**src/rtl/cdq_pkg.sv**
```systemverilog
// ----------------------------------------------------------------------------
// cdq_pkg
// Shared types and codes for the circular double-ended queue.
// ----------------------------------------------------------------------------
package cdq_pkg;

    typedef enum logic [1:0] {
        ACT_PUSH_REAR  = 2'd0,
        ACT_PUSH_FRONT = 2'd1,
        ACT_POP_REAR   = 2'd2,
        ACT_POP_FRONT  = 2'd3
    } action_t;

    typedef enum logic [1:0] {
        ST_DONE  = 2'd0,
        ST_FULL  = 2'd1,
        ST_EMPTY = 2'd2
    } status_t;

    localparam int unsigned VALUE_W = 32;
    localparam int unsigned COUNT_W = 8;

    // Commands from the controller to the datapath.
    typedef struct packed {
        logic capture;
        logic exec;
        logic load;
    } cdq_cmd_t;

    // Status from the datapath to the controller.
    typedef struct packed {
        logic out_free;
    } cdq_stat_t;

endpackage

```
**src/rtl/cdq_ctrl.sv**
```systemverilog
// ----------------------------------------------------------------------------
// cdq_ctrl
// Sequencer: takes an action, runs it through the datapath, hands the result
// to the output register.
// ----------------------------------------------------------------------------
module cdq_ctrl (
    input  logic               aclk,
    input  logic               aresetn,
    input  logic               s_tvalid,
    output logic               s_tready,
    input  cdq_pkg::cdq_stat_t stat,
    output cdq_pkg::cdq_cmd_t  cmd
);
    import cdq_pkg::*;

    typedef enum logic [2:0] {
        S_IDLE = 3'b001,
        S_EXEC = 3'b010,
        S_LOAD = 3'b100
    } state_t;

    state_t state_reg;
    state_t state_next;

    always_comb begin
        state_next  = state_reg;
        cmd.capture = 1'b0;
        cmd.exec    = 1'b0;
        cmd.load    = 1'b0;
        case (state_reg)
            S_IDLE: begin
                if (s_tvalid) begin
                    cmd.capture = 1'b1;
                    state_next  = S_EXEC;
                end
            end
            S_EXEC: begin
                cmd.exec   = 1'b1;
                state_next = S_LOAD;
            end
            S_LOAD: begin
                // The result waits here until the output register is free.
                if (stat.out_free) begin
                    cmd.load   = 1'b1;
                    state_next = S_IDLE;
                end
            end
            default: begin
                state_next = S_IDLE;
            end
        endcase
    end

    assign s_tready = (state_reg == S_IDLE);

    always_ff @(posedge aclk) begin
        if (!aresetn) begin
            state_reg <= S_IDLE;
        end else begin
            state_reg <= state_next;
        end
    end

endmodule

```
**config.mk**
```make
export PLATFORM = sky130hd
export DESIGN_NAME = cdq_ctrl
export DESIGN_NICKNAME = d
export VERILOG_FILES = /design/src/rtl/cdq_pkg.sv /design/src/rtl/cdq_ctrl.sv
export SDC_FILE = /design/constraint.sdc
export NUM_CORES = 1
export LEC_CHECK = 0
export ABC_CLOCK_PERIOD_IN_PS = 1000
export BUFFER_PORTS_ARGS = -buffer_cell sky130_fd_sc_hd__buf_4
export CAP_MARGIN = 10
export CORE_AREA = 2 2 39 41
export DETAILED_ROUTE_END_ITERATION = 12
export DIE_AREA = 0 0 41 43
export GPL_ROUTABILITY_DRIVEN = 0
export PLACE_DENSITY = 0.3
export SKIP_CTS_REPAIR_TIMING = 1
export SYNTH_ARGS = -nofsm -noshare
export SYNTH_HDL_FRONTEND = slang
export SYNTH_SLANG_ARGS = --single-unit
```
**constraint.sdc**
```tcl
create_clock -name aclk -period 1 [get_ports aclk]
set_input_delay 0.1 -clock aclk [delete_from_list [all_inputs] [get_ports aclk]]
set_output_delay 0.1 -clock aclk [all_outputs]
set_load 0.005 [all_outputs]
```
==> reports/qor.csv <==
stage;metric;value;unit
clock_network;Root Driver;clkbuf_4;
sta;Pins Over Slew Limit;0;
route;drt first-iter violations;1;
route;Wirelength per Cell;10.0;um
critical_path;Reg2Reg Setup Slack;-0.04;ns
pwr;Worst VDD drop;594;uV
critical_path;Worst path slowest cell;dfxtp_4;
critical_path;Req. time, crit path;0.90;ns
grt;initial antenna violation count;0;
clock_network;CTS H-tree depth;1;
synth;syn_area_per_cell;11.2;sq um
sta;Clock Skew;0.000772;ns
route;Vias;149;
pwr;Internal;0.316;mW
floorplanning;full die area;1760;sq um
outcome;outcome;finished with violations;
finish;commonest cells after routing, fill and taps aside;8 x buf_4, 3 x clkbuf_4, 3 x dfxtp_4;
finish;layout cells sized above 1;80.8;%
sta;Worst-Margin Slew;0.411;ns
finish;Area growth, synth to finish;77.6;%
route;length of the first detailed-routing pass in iterations;2;
finish;ANT cells;0;
finish;max reg flops;3;
route;Antenna Nets Post-Route;0;
route;# DRC;0;
critical_path;Crit Path Max Fanout;6;
outcome;failing checks;negative setup slack;
grt;vias in the first global route;142;
synth;Synthesized Nets;19;
worst_hold_path;Hold WC Path Type;in -> reg;
grt;GRT Util Overall;6.72;%
sta;final worst-path cycle share;113;%
finish;cell area after layout;298;sq um
pwr;Pwr Total;0.413;mW
floorplanning;area of the core;1380;sq um
grt;grt total ovfl;0;
critical_path;Startpoint Class;flip-flop;
floorplanning;I/O pin count;8;
critical_path;CP Class;reg -> out;
sta;Final Hold Violating Endpoints;0;
synth;register area share after synthesis;35.8;%
floorplanning;Die Width;41;um
critical_path;crit path DAT;1.03;ns
sta;crit path time final;1.13;ns
synth;Synth Instances;15;
run;maxcap violations;0;
sta;setup TNS;-0.368;ns
finish;Layout Cells excl Fill;42;
finish;nets;31;
synth;Distinct cells, synth;12;
critical_path;crit end category;output pin;
pwr;Flop pwr share;33.0;%
sta;relative slew slack;72.2;%
pwr;Pleak;0.105;nW
sta;worst setup margin;-0.125;ns
pwr;combinational power share;14.9;%
sta;unrepaired setup endpoints after global routing;true;
pwr;clock share of power;52.1;%
critical_path;slowest stage delay, CP;0.36;ns
pwr;Net Sw Power;0.0963;mW
finish;Final Util;21.5;%
grt;first-pass GRT wire length;614;um
route;DRT Wirelength;420;um
floorplanning;die height;43;um
finish;commonest non-fill, non-tap cell in the layout;buf_4;
clock_network;clk sink count;3;
floorplanning;Starting Density;12.1;%
floorplanning;row count;14;
clock_network;CTS clk-pin slew, worst paths;0.04;ns
clock_network;Worst-Skew Late Latency;0.23;ns
route;vias per std cell;3.55;
clock_network;total CTS buffers;3;
sta;endpoints failing setup;5;
synth;Synthesis Warnings;0;
critical_path;sequence of cells on the critical path;nor4bb_2 -> buf_4;
placement;DP Cell Count;37;
clock_network;TritonCTS clock tree;built;
clock_network;Max Buffers Root-to-Sink;2;
placement;placed cell areas;233;sq um
pwr;switching share of power;23.3;%
sta;Max Fclk;889;MHz
pwr;Pwr per Cell Area;1390;nW/um^2
synth;Syn Std Cell Area;168;sq um
grt;largest net degree at the start of global routing;8;
synth;Seq cells post-synth;3;
placement;number of port buffers;7;
layer usage:
layer	GRT usage, %	vias up	part of all wire [%]
met2	6.88	6	56
met1	5.77	66	37
met4	6.00	0	0
met3	9.42	0	6.4
met5	0	-	0
li1	-	77	-
cell usage after synthesis:
cell type | count | area [sq um]
a21oi_2 | 1 | 8.76
and2_1 | 1 | 6.26
and4bb_1 | 1 | 12.5
buf_4 | 1 | 7.51
dfxtp_1 | 3 | 60.1
nand2b_1 | 2 | 12.5
nor3b_1 | 1 | 7.51
nor3b_2 | 1 | 12.5
nor4b_1 | 1 | 8.76
nor4bb_1 | 1 | 10.0
o31ai_2 | 1 | 12.5
or3b_1 | 1 | 8.76
power by group through the flow:
stage / registers [mW] / logic, mW / clock network [mW]
2_1_floorplan: 0.135 / 0.0238 / 0
3_3_place_gp: 0.139 / 0.0504 / 0
3_5_place_dp: 0.138 / 0.0498 / 0
4_1_cts: 0.137 / 0.0501 / 0.227
5_1_grt: 0.138 / 0.0666 / 0.254
6_report: 0.136 / 0.0615 / 0.215
area by class of cell:
class | count | area [sq um]
clock buffer | 4 | 26.3
fill | 156 | 1090
multi-input combinational | 11 | 120
sequential | 3 | 71.3
tap | 16 | 20.0
timing repair buffer | 8 | 60.1
cell families (layout without fill, tap and decap cells):
kind of cell | after synthesis | count (layout) | share of synthesized area [%]
and+or+nand+nor | 9 | 9 | 47.0
DFF | 3 | 3 | 35.8
AOI/OAI and AO/OA | 2 | 2 | 12.7
buffers and inverters | 1 | 12 | 4.48
worst max-delay path: cells and delay by family, from the launching register on:
kind / cells / cell delay (ns)
and+or+nand+nor: 1 / 0.28
buffers and inverters: 1 / 0.15
DFF: 1 / 0.36
final timing paths:
check / start / endpoint / cells past startpoint
worst max-delay path: state_reg[0]$_SDFFE_PN1P_ / cmd[0] / 2
worst min-delay path: aresetn / state_reg[0]$_SDFFE_PN1P_ / 2
worst max register to register: state_reg[1]$_SDFFE_PN0P_ / state_reg[0]$_SDFFE_PN1P_ / 3
worst min register to register: state_reg[1]$_SDFFE_PN0P_ / state_reg[2]$_SDFFE_PN0P_ / 2
metrics by stage:
step	hold slack [ns]	worst slack, ns
finish	0.0525	-0.125
global route	0.0363	-0.180
CTS	0.0526	-0.199
detailed placement	0.300	-0.0227
global placement	0.298	-0.0100
floorplan	0.165	0.0755
Power figures use the tool's default switching activity.
